[config.mk]
export PLATFORM = sky130hd
export DESIGN_NAME = bresenham_line_stepper_flat
export DESIGN_NICKNAME = d
export VERILOG_FILES = /design/src/sv/bls_pkg.sv /design/src/sv/bls_if.sv /design/src/sv/bls_load.sv /design/src/sv/bls_step.sv /design/src/sv/bresenham_line_stepper.sv /design/src/flat_wrapper.sv
export VERILOG_INCLUDE_DIRS = /design/src /design/src/sv
export SDC_FILE = /design/constraint.sdc
export NUM_CORES = 1
export LEC_CHECK = 0
export ABC_AREA = 1
export BUFFER_PORTS_ARGS = -buffer_cell sky130_fd_sc_hd__buf_2
export CORE_MARGIN = 3
export CORE_UTILIZATION = 60
export CTS_CLUSTER_SIZE = 24
export DETAILED_ROUTE_END_ITERATION = 8
export GPL_TIMING_DRIVEN = 0
export PLACE_DENSITY = 0.79
export SLEW_MARGIN = 40
export SYNTH_ARGS = -nofsm -noshare
export SYNTH_HDL_FRONTEND = slang
export SYNTH_HIERARCHICAL = 1
export SYNTH_SLANG_ARGS = --single-unit
[constraint.sdc]
create_clock -name clk -period 5.3 [get_ports clk]
set_clock_uncertainty 0.15 [all_clocks]
set_input_delay 0.265 -clock clk [delete_from_list [all_inputs] [get_ports clk]]
set_output_delay 0.265 -clock clk [all_outputs]
set_load 0.005 [all_outputs]
[src/sv/bresenham_line_stepper_assert.svh]
// Assertion helpers for the line stepper. Simulation builds see the
// checks; synthesis builds define SYNTH and get empty bodies.
`ifndef BRESENHAM_LINE_STEPPER_ASSERT_SVH
`define BRESENHAM_LINE_STEPPER_ASSERT_SVH

`ifndef SYNTH

// Same-cycle implication check.
`define BLS_ASSERT(label, clk, rst_n, ante, cons) \
  label: assert property (@(posedge clk) disable iff (!rst_n) (ante) |-> (cons)) \
    else $error("line stepper check failed");

// Next-cycle implication check.
`define BLS_ASSERT_NEXT(label, clk, rst_n, ante, cons) \
  label: assert property (@(posedge clk) disable iff (!rst_n) (ante) |=> (cons)) \
    else $error("line stepper check failed");

`else

`define BLS_ASSERT(label, clk, rst_n, ante, cons)
`define BLS_ASSERT_NEXT(label, clk, rst_n, ante, cons)

`endif

`endif

[src/sv/bls_pkg.sv]
`timescale 1ns / 1ps

package bls_pkg;

  // Item opcodes
  localparam logic OP_LOAD = 1'b0;
  localparam logic OP_STEP = 1'b1;

  // Direction and axis flags of the loaded line
  typedef struct packed {
    logic x_backward;
    logic y_backward;
    logic y_is_major;
  } line_dir_t;

endpackage

[src/sv/bls_if.sv]
`timescale 1ns / 1ps

interface bls_in_if #(parameter int COORD_BITS = 12);
  logic                  valid;
  logic                  ready;
  logic                  op;
  logic [COORD_BITS-1:0] x_start;
  logic [COORD_BITS-1:0] y_start;
  logic [COORD_BITS-1:0] x_end;
  logic [COORD_BITS-1:0] y_end;

  modport source (output valid, op, x_start, y_start, x_end, y_end, input ready);
  modport sink   (input valid, op, x_start, y_start, x_end, y_end, output ready);
endinterface

interface bls_out_if #(parameter int COORD_BITS = 12);
  logic                  valid;
  logic                  ready;
  logic [COORD_BITS-1:0] pixel_x;
  logic [COORD_BITS-1:0] pixel_y;
  logic                  last_pixel;

  modport source (output valid, pixel_x, pixel_y, last_pixel, input ready);
  modport sink   (input valid, pixel_x, pixel_y, last_pixel, output ready);
endinterface

[src/sv/bls_load.sv]
`timescale 1ns / 1ps

// Line setup: deltas, directions and major axis from the two endpoints.
module bls_load #(
  parameter int COORD_BITS = 12
) (
  input  logic [COORD_BITS-1:0] x_start,
  input  logic [COORD_BITS-1:0] y_start,
  input  logic [COORD_BITS-1:0] x_end,
  input  logic [COORD_BITS-1:0] y_end,
  output bls_pkg::line_dir_t    dir,
  output logic [COORD_BITS-1:0] major_delta,
  output logic [COORD_BITS-1:0] minor_delta,
  output logic [COORD_BITS-1:0] stop_major
);

  logic [COORD_BITS-1:0] dx;
  logic [COORD_BITS-1:0] dy;

  always_comb begin
    dir.x_backward = x_end < x_start;
    dir.y_backward = y_end < y_start;
    dx = dir.x_backward ? x_start - x_end : x_end - x_start;
    dy = dir.y_backward ? y_start - y_end : y_end - y_start;
    // ties go to y
    dir.y_is_major = dx <= dy;
    if (dir.y_is_major) begin
      major_delta = dy;
      minor_delta = dx;
      stop_major  = y_end;
    end else begin
      major_delta = dx;
      minor_delta = dy;
      stop_major  = x_end;
    end
  end

endmodule

[src/sv/bls_step.sv]
`timescale 1ns / 1ps

// One Bresenham step: major axis always moves, minor axis moves when
// twice the accumulated error passes the major delta.
module bls_step #(
  parameter int COORD_BITS = 12,
  parameter int ERR_BITS   = COORD_BITS + 2
) (
  input  logic [COORD_BITS-1:0]      cur_x,
  input  logic [COORD_BITS-1:0]      cur_y,
  input  logic signed [ERR_BITS-1:0] err_acc,
  input  logic [COORD_BITS-1:0]      major_delta,
  input  logic [COORD_BITS-1:0]      minor_delta,
  input  logic [COORD_BITS-1:0]      stop_major,
  input  bls_pkg::line_dir_t         dir,
  output logic [COORD_BITS-1:0]      next_x,
  output logic [COORD_BITS-1:0]      next_y,
  output logic signed [ERR_BITS-1:0] next_err,
  output logic                       done
);

  localparam int SUM_BITS = ERR_BITS + 1;
  localparam int DBL_BITS = ERR_BITS + 2;
  localparam logic [COORD_BITS-1:0] ONE = COORD_BITS'(1);

  logic signed [SUM_BITS-1:0] err_sum;
  logic signed [DBL_BITS-1:0] err_dbl;
  logic signed [DBL_BITS-1:0] major_ext;
  logic                       minor_move;
  logic [COORD_BITS-1:0]      step_x;
  logic [COORD_BITS-1:0]      step_y;

  always_comb begin
    err_sum    = SUM_BITS'(err_acc) + $signed({{(SUM_BITS-COORD_BITS){1'b0}}, minor_delta});
    err_dbl    = DBL_BITS'(err_sum) <<< 1;
    major_ext  = $signed({{(DBL_BITS-COORD_BITS){1'b0}}, major_delta});
    minor_move = err_dbl > major_ext;

    step_x = dir.x_backward ? cur_x - ONE : cur_x + ONE;
    step_y = dir.y_backward ? cur_y - ONE : cur_y + ONE;

    if (minor_move) begin
      next_err = ERR_BITS'(err_sum - $signed({{(SUM_BITS-COORD_BITS){1'b0}}, major_delta}));
    end else begin
      next_err = ERR_BITS'(err_sum);
    end

    if (dir.y_is_major) begin
      next_y = step_y;
      next_x = minor_move ? step_x : cur_x;
      done   = step_y == stop_major;
    end else begin
      next_x = step_x;
      next_y = minor_move ? step_y : cur_y;
      done   = step_x == stop_major;
    end
  end

endmodule

[src/sv/bresenham_line_stepper.sv]
`timescale 1ns / 1ps

// Bresenham line stepper. A load item (op 0) sets up a line from start to
// end point; each step item (op 1) returns the next pixel, starting with
// the start point and stopping one short of the end point, with last_pixel
// set on the final one. Loads, zero-length lines and steps with no line in
// progress return nothing. The block takes one item per clock while the
// output is not held: a transfer lands in an input register, the setup or
// step logic works on it once the output register is free or being
// emptied, and writes the output register, from which the pixel then
// transfers out. The input register keeps taking one more item while a
// pixel waits on the output.
module bresenham_line_stepper #(
  parameter int COORD_BITS = 12
) (
  input  logic      clk,
  input  logic      rst_n,
  bls_in_if.sink    in_s,
  bls_out_if.source out_m
);

  `include "bresenham_line_stepper_assert.svh"

  localparam int ERR_BITS = COORD_BITS + 2;

  // input register
  logic                  in_valid_r;
  logic                  op_r;
  logic [COORD_BITS-1:0] xs_r, ys_r, xe_r, ye_r;

  // output register
  logic                  out_valid_r;
  logic [COORD_BITS-1:0] px_r, py_r;
  logic                  last_r;

  // line state
  logic [COORD_BITS-1:0]      cur_x_r, cur_y_r;
  logic [COORD_BITS-1:0]      stop_major_r, major_delta_r, minor_delta_r;
  logic signed [ERR_BITS-1:0] err_acc_r;
  bls_pkg::line_dir_t         dir_r;
  logic                       active_r;

  logic advance;
  logic do_load;
  logic do_step;

  bls_pkg::line_dir_t         ld_dir;
  logic [COORD_BITS-1:0]      ld_major, ld_minor, ld_stop;
  logic [COORD_BITS-1:0]      st_x, st_y;
  logic signed [ERR_BITS-1:0] st_err;
  logic                       st_done;

  assign advance    = !out_valid_r || out_m.ready;
  assign in_s.ready = !in_valid_r || advance;
  assign do_load    = in_valid_r && advance && (op_r == bls_pkg::OP_LOAD);
  assign do_step    = in_valid_r && advance && (op_r == bls_pkg::OP_STEP) && active_r;

  assign out_m.valid      = out_valid_r;
  assign out_m.pixel_x    = px_r;
  assign out_m.pixel_y    = py_r;
  assign out_m.last_pixel = last_r;

  bls_load #(.COORD_BITS(COORD_BITS)) u_load (
    .x_start     (xs_r),
    .y_start     (ys_r),
    .x_end       (xe_r),
    .y_end       (ye_r),
    .dir         (ld_dir),
    .major_delta (ld_major),
    .minor_delta (ld_minor),
    .stop_major  (ld_stop)
  );

  bls_step #(.COORD_BITS(COORD_BITS), .ERR_BITS(ERR_BITS)) u_step (
    .cur_x       (cur_x_r),
    .cur_y       (cur_y_r),
    .err_acc     (err_acc_r),
    .major_delta (major_delta_r),
    .minor_delta (minor_delta_r),
    .stop_major  (stop_major_r),
    .dir         (dir_r),
    .next_x      (st_x),
    .next_y      (st_y),
    .next_err    (st_err),
    .done        (st_done)
  );

  always_ff @(posedge clk) begin
    if (!rst_n) begin
      in_valid_r <= 1'b0;
    end else if (in_s.valid && in_s.ready) begin
      in_valid_r <= 1'b1;
    end else if (advance) begin
      in_valid_r <= 1'b0;
    end
  end

  always_ff @(posedge clk) begin
    if (in_s.valid && in_s.ready) begin
      op_r <= in_s.op;
      xs_r <= in_s.x_start;
      ys_r <= in_s.y_start;
      xe_r <= in_s.x_end;
      ye_r <= in_s.y_end;
    end
  end

  always_ff @(posedge clk) begin
    if (!rst_n) begin
      out_valid_r <= 1'b0;
    end else if (advance) begin
      out_valid_r <= do_step;
    end
  end

  // pixel is the position before the step
  always_ff @(posedge clk) begin
    if (do_step) begin
      px_r   <= cur_x_r;
      py_r   <= cur_y_r;
      last_r <= st_done;
    end
  end

  always_ff @(posedge clk) begin
    if (!rst_n) begin
      cur_x_r       <= '0;
      cur_y_r       <= '0;
      stop_major_r  <= '0;
      major_delta_r <= '0;
      minor_delta_r <= '0;
      err_acc_r     <= '0;
      dir_r         <= '0;
      active_r      <= 1'b0;
    end else if (do_load) begin
      cur_x_r       <= xs_r;
      cur_y_r       <= ys_r;
      stop_major_r  <= ld_stop;
      major_delta_r <= ld_major;
      minor_delta_r <= ld_minor;
      err_acc_r     <= '0;
      dir_r         <= ld_dir;
      active_r      <= ld_major != '0;
    end else if (do_step) begin
      cur_x_r   <= st_x;
      cur_y_r   <= st_y;
      err_acc_r <= st_err;
      active_r  <= !st_done;
    end
  end

  `BLS_ASSERT(a_active_len, clk, rst_n, active_r, major_delta_r != '0)
  `BLS_ASSERT(a_minor_le_major, clk, rst_n, active_r, minor_delta_r <= major_delta_r)
  `BLS_ASSERT_NEXT(a_load_clears_err, clk, rst_n, do_load, err_acc_r == '0)
  `BLS_ASSERT_NEXT(a_hold_input, clk, rst_n, in_valid_r && !advance,
                   in_valid_r && $stable(op_r) && $stable(xs_r))

endmodule

[src/flat_wrapper.sv]
// flat-port wrapper written by rule: the top's interface ports become plain ports
module bresenham_line_stepper_flat 
#(
  parameter int COORD_BITS = 12
)
  (clk, rst_n, in_s_valid, in_s_op, in_s_x_start, in_s_y_start, in_s_x_end, in_s_y_end, in_s_ready, out_m_valid, out_m_pixel_x, out_m_pixel_y, out_m_last_pixel, out_m_ready);
  bls_in_if #(.COORD_BITS(COORD_BITS)) in_s_i ();
  bls_out_if #(.COORD_BITS(COORD_BITS)) out_m_i ();
  input  logic clk;
  input  logic rst_n;
  input wire logic [$bits(in_s_i.valid)-1:0] in_s_valid;
  input wire logic [$bits(in_s_i.op)-1:0] in_s_op;
  input wire logic [$bits(in_s_i.x_start)-1:0] in_s_x_start;
  input wire logic [$bits(in_s_i.y_start)-1:0] in_s_y_start;
  input wire logic [$bits(in_s_i.x_end)-1:0] in_s_x_end;
  input wire logic [$bits(in_s_i.y_end)-1:0] in_s_y_end;
  output wire logic [$bits(in_s_i.ready)-1:0] in_s_ready;
  output wire logic [$bits(out_m_i.valid)-1:0] out_m_valid;
  output wire logic [$bits(out_m_i.pixel_x)-1:0] out_m_pixel_x;
  output wire logic [$bits(out_m_i.pixel_y)-1:0] out_m_pixel_y;
  output wire logic [$bits(out_m_i.last_pixel)-1:0] out_m_last_pixel;
  input wire logic [$bits(out_m_i.ready)-1:0] out_m_ready;
  assign in_s_i.valid = in_s_valid;
  assign in_s_i.op = in_s_op;
  assign in_s_i.x_start = in_s_x_start;
  assign in_s_i.y_start = in_s_y_start;
  assign in_s_i.x_end = in_s_x_end;
  assign in_s_i.y_end = in_s_y_end;
  assign in_s_ready = in_s_i.ready;
  assign out_m_valid = out_m_i.valid;
  assign out_m_pixel_x = out_m_i.pixel_x;
  assign out_m_pixel_y = out_m_i.pixel_y;
  assign out_m_last_pixel = out_m_i.last_pixel;
  assign out_m_i.ready = out_m_ready;
  bresenham_line_stepper #(.COORD_BITS(COORD_BITS)) u_core (.clk(clk), .rst_n(rst_n), .in_s(in_s_i), .out_m(out_m_i));
endmodule
-- After elaboration in Yosys (flattened, before gate mapping)
Index checks and enable logic that the tools add are counted.
- flip-flop bits (word level): 154
- bits in latches: 0
- RAM bits: 0
- bits in read-only memories: 0
- input port bits: 53
- output and inout port bits: 27
- logic and storage cells: 77
- memories: 0
- add/sub/neg operators: 10
- multipliers: 0
- divide/modulo/power cells: 0
- $lt $le $gt $ge: 4
- eq/ne operators: 3
- shift-type cells: 0
- muxes and demuxes: 21
- bitwise operators: 2
- reduce and logical (&&, ||, !) cells: 17
- operator list (operator ; number):
    two-way mux 12 bit ; 15
    subtractor 12 bit ; 4
    adder 12 x 1 -> 12 bit, second input constant ; 2
    equality test 12 bit ; 2
    < comparator 12 bit ; 2
    subtractor 12 x 1 -> 12 bit, second input constant ; 2
    > comparator 16 x 13 -> 1 bit ; 1
    adder 14 x 13 -> 15 bit ; 1
    two-way mux 14 bit ; 1
    subtractor 14 x 13 -> 14 bit ; 1
    less-or-equal comparator 12 bit ; 1
    nonzero test 12 bit ; 1
    logical AND 1 bit ; 5
    two-way mux 1 bit ; 5
    AND reduction 2 bit ; 2
    nonzero test 2 bit ; 2
    zero test 1 bit ; 3
    != test 3 bit, second input constant ; 1
    nonzero test 3 bit ; 1
    logical OR 1 bit ; 2
    inverter 1 bit ; 2
    OR reduction 2 bit ; 1

-- Depth between registers and ports, before layout
- word-level depth: 7
- mapped depth: 30
- gate-level depth less buffers: 28

-- Hierarchy
Netlist, hierarchy kept.
- by module, submodules not included (module ; times used ; cells each ; area an instance (sq um) ; seq. area each (sq um)):
    bresenham_line_stepper ; 1 ; 547 ; 5621.6 ; 3823.7
    bls_load ; 1 ; 722 ; 3734.8 ; 0.0
    bls_step ; 1 ; 691 ; 3618.5 ; 0.0

-- Least setup slack after synthesis
Ideal clock, no wire load.
- kind: flip-flop to flip-flop
- start: reg u_core.xe_r[0]
- end: reg u_core.active_r
- library setup time: 0.132 ns
- data arrival time: 3.489 ns
- required time: 5.018 ns
- setup slack: 1.529 ns
- stages on the path, launching flop included: 29
- buffers on the path: 3
- clock period less this slack: 3.771 ns
- cell sequence: edfxtp_1 inv_1 ha_1 inv_1 fa_1 nand3_1 nand3_1 nand3_1 nand3_2 inv_2 buf_6 nand2_1 and2_1 ha_1 nand2_1 nor2_2 nand4_2 a21oi_2 o21bai_2 buf_6 buf_6 nand2_1 nand2_1 nor2_1 nand2_1 nor2_1 nand3_1 nand2_1 a21oi_1
- RTL lines (what ; line ; source):
    start, declared ; bresenham_line_stepper.sv:29 ; logic [COORD_BITS-1:0] xs_r, ys_r, xe_r, ye_r;
    start signal, assigned ; bresenham_line_stepper.sv:103 ; xe_r <= in_s.x_end;
    end signal, assigned ; bresenham_line_stepper.sv:148 ; active_r <= !st_done;
    end, declared ; bresenham_line_stepper.sv:41 ; logic active_r;

==> flow_metrics.py <==
metrics = {
    "finish": {
        "area.growth.synth_to_final_pct": 14.01,
        "nFillCells": 1828,
        "nNetsFinal": 2282,
        "diodes": 0,
        "drive_gt1_share_pct": 9.288,
    },
    "clock_network": {
        "cts_root_buf": "clkbuf_16",
        "clock_latency_ns": 0.44,
        "htreeDepth": 4,
        "cts.path.max_buffers": 2,
        "cts.clk_slew.worst_paths_ns": 0.07,
        "cts_tree": "done",
        "cts.sinks": 154,
        "post-cts-setup-buffer-count": 0,
        "numCtsBuffers": 17,
    },
    "synth": {
        "synthCells": 1960,
        "syn_nets": 2134,
        "seq_area_frac_synth_pct": 29.47,
        "ys_ff_latch": 154,
        "syn_area_um2": 12970,
        "synthDistinctLibCells": 44,
        "yosysWarnings": 6,
        "syn_area_per_cell_um2": 6.620,
    },
    "timing": {
        "worst_pin_slew_ns": 0.6717,
        "hold_violations": 0,
        "setup_violations": 0,
        "fmax_mhz": 215.8,
        "rsz0062_at_grt": "no",
        "fin_crit_sh_pct": 87.42,
        "fin_crit_ns": 4.633,
        "slew_headroom_pct": 55.16,
        "slew_violations": 0,
        "setup_tns_ns": 0,
        "finalWorstSetupSlack_ns": 0.6666,
    },
    "floorplanning": {
        "die-area_um2": 23430,
        "rows": 53,
        "core_um2": 21150,
        "fp.dieW_um": 153.1,
        "ios": 80,
        "die_h_um": 153.1,
        "start_util_pct": 61.34,
    },
    "critical_path": {
        "cp_max_fo": 10,
        "reg2regPathDepth": 29,
        "cpMostUsedCell": "nand2_1",
        "critPathBufInv": 7,
        "r2r-start": "u_core/ye_r[0]",
        "crit_slowest_cell": "fa_1",
        "rrSetupSlack_ns": 0.67,
        "max_stage_delay_ns": 0.48,
        "crit_arrival_ns": 4.78,
        "worstSetupEndpointType": "flip-flop",
        "cpLargestDelayFamily": "simple AND/OR/NAND/NOR gates",
        "required_ns": 5.44,
        "start_kind": "flip-flop",
        "crit_type": "flip-flop to flip-flop",
        "r2r-end": "u_core/active_r",
    },
    "detailed_routing": {
        "viasPerCell": 5.519,
        "vias": 13220,
        "routedWlPerCell_um": 15.92,
        "drt_wl_total_um": 38130,
        "drtAntennaViolNets": 0,
        "dr.first_iter.drc_count": 1182,
        "drt_pass1_iterations": 6,
        "drc": 0,
    },
    "worst_hold_path": {
        "min_path_cells": 4,
        "min-delay-start": "out_m_ready",
        "min_to": "u_core/in_valid_r",
        "holdCritPathClass": "input pin to flip-flop",
    },
    "power_and_ir_drop": {
        "peakVddDrop_v": 0.0002425,
        "powerDensity_nw_per_um2": 348.0,
        "finalPower_uw": 5148,
        "p_leak_uw": 0.007603,
    },
    "place": {
        "place_ws_ns": 0.8074,
        "routabilityCongestion": 1.021,
        "hpwl_um": 28960,
        "port_buffers": 79,
    },
    "outcome": {
        "status": "complete, no violations",
    },
    "global_routing": {
        "grtUsageTotal_pct": 31.70,
        "antenna_found_initial": 0,
        "grt_pass1_wl_um": 60600,
        "grt_pass1_vias": 12250,
        "grt_max_degree": 50,
        "overflow": 0,
    },
    "flow_run": {
        "drv_cap": 0,
    },
}
[state kept, by name, summed over array words and instances, names as in the netlist]
| register | flops |
|---|---|
| u_core/dir_r | 3 |
| u_core/op_r | 1 |
| u_core/cur_y_r | 12 |
| u_core/major_delta_r | 12 |
| u_core/in_valid_r | 1 |
| u_core/out_m.valid | 1 |
| u_core/xs_r | 12 |
| u_core/ys_r | 12 |
| u_core/cur_x_r | 12 |
| u_core/ye_r | 12 |
| u_core/active_r | 1 |
| u_core/out_m.pixel_y | 12 |
| u_core/err_acc_r | 14 |
| u_core/minor_delta_r | 12 |
| u_core/xe_r | 12 |
| u_core/stop_major_r | 12 |
| u_core/out_m.pixel_x | 12 |
| u_core/out_m.last_pixel | 1 |
[worst max-delay path by stage]
stage	from	endpoint	slack, ns	cells after the start
2_1_floorplan	u_core/xe_r[0]	u_core/active_r	1.53	28
3_3_place_gp	u_core/ye_r[0]	u_core/active_r	0.84	29
3_5_place_dp	u_core/ye_r[0]	u_core/active_r	0.81	29
4_1_cts	u_core/ye_r[0]	u_core/active_r	0.73	29
5_1_grt	u_core/xe_r[0]	u_core/active_r	0.42	28
6_report	u_core/ye_r[0]	u_core/active_r	0.67	29
[placed cells by master, fill, tap and decap left out, types with 9 or more instances in the layout]
cell,Yosys,layout
buf_6,12,12
nand2_1,739,739
edfxtp_1,74,74
xor2_1,28,28
xnor2_1,12,12
inv_1,281,280
dlygate4sd3_1,0,50
buf_2,19,98
nand3_1,178,178
nand4_1,58,58
nor2_1,66,66
dfxtp_1,80,80
clkbuf_1,15,17
ha_1,113,113
clkbuf_16,0,17
a21oi_1,139,139
o21ai_0,41,41
nand2_2,9,9
buf_4,11,11
[through the flow]
step	hold slack, ns	instance area (um^2)	std cells	util [%]
finish	0.007325	14790	2396	69.93
global route	0.03327	14790	2396	69.93
CTS	0.001112	14790	2396	69.93
detailed placement	0.2931	13720	2314	64.84
global placement	0.2908	13710	2314	64.83
floorplan	0.2139	12970	1960	-
[report_power, final]
part	internal (uW)	switching, uW
logic	875	1630
clock network	698	536
registers	1330	86.5
[worst reg2reg max path: cells and delay by family, from the launching register on]
family,cells,cell delay (ns)
adder cells (fa/ha/maj),3,0.89
AO/OA/AOI/OAI,3,0.37
flip-flops,1,0.43
AND/OR/NAND/NOR,16,1.88
buffers and inverters,7,0.78
[routing by layer]
metal / global-route usage, % / vias up / wire [um]
li1: - / 6575 / -
met2: 54.07 / 513 / 18220
met1: 41.54 / 6071 / 16310
met5: 0 / - / 0
met3: 5.068 / 64 / 2569
met4: 9.546 / 0 / 1041
[synth_stat cells, drive strengths merged]
master  instances  area (um^2)
inv           288         1081
nor3            6        35.03
and2            7        43.80
nand3         184        965.9
ha            113         1414
a211o           1        10.01
fa              8        160.2
o21ai          46        230.2
or2             2        12.51
o211ai          1        7.510
xor2           28        245.2
a31oi           1        6.260
xnor2          12        105.1
a21boi          1        7.510
edfxtp         74         2222
o21bai          9        71.32
nor2           78        352.8
o21a            1        7.510
nand4          59        375.4
nand3b          4        30.03
dfxtp          80         1602
nand2         749         2841
o31a            1        8.760
a21o            4        30.03
clkbuf         18        71.31
a21oi         142        721.9
buf            43        316.6
[area by class of cell]
| class | instances | area, um^2 | share of cell area (%) |
|---|---|---|---|
| Clock inverter | 13 | 142.6 | 0.9642 |
| Multi-Input combinational cell | 1457 | 7682 | 51.93 |
| Inverter | 288 | 1084 | 7.325 |
| Buffer | 61 | 387.9 | 2.622 |
| Sequential cell | 154 | 3824 | 25.85 |
| Clock buffer | 19 | 432.9 | 2.927 |
| Timing Repair Buffer | 129 | 895.9 | 6.056 |
| Tap cell | 275 | 344.1 | 2.326 |
[cells by family after synthesis]
kind of cell / share of synthesized area, %
AND/OR/NAND/NOR: 35.89
buffers and inverters: 11.32
AO/OA/AOI/OAI: 8.486
flip-flops: 29.47
adder cells (fa/ha/maj): 12.13
XOR/XNOR: 2.700
[what timing repair did]
| item | in CTS | in global routing |
|---|---|---|
| resized for setup | 0 | 0 |
| hold buffers | 50 | 0 |
| endpoints found under the hold margin | 50 | 0 |
(Power assumes the default switching activity.)
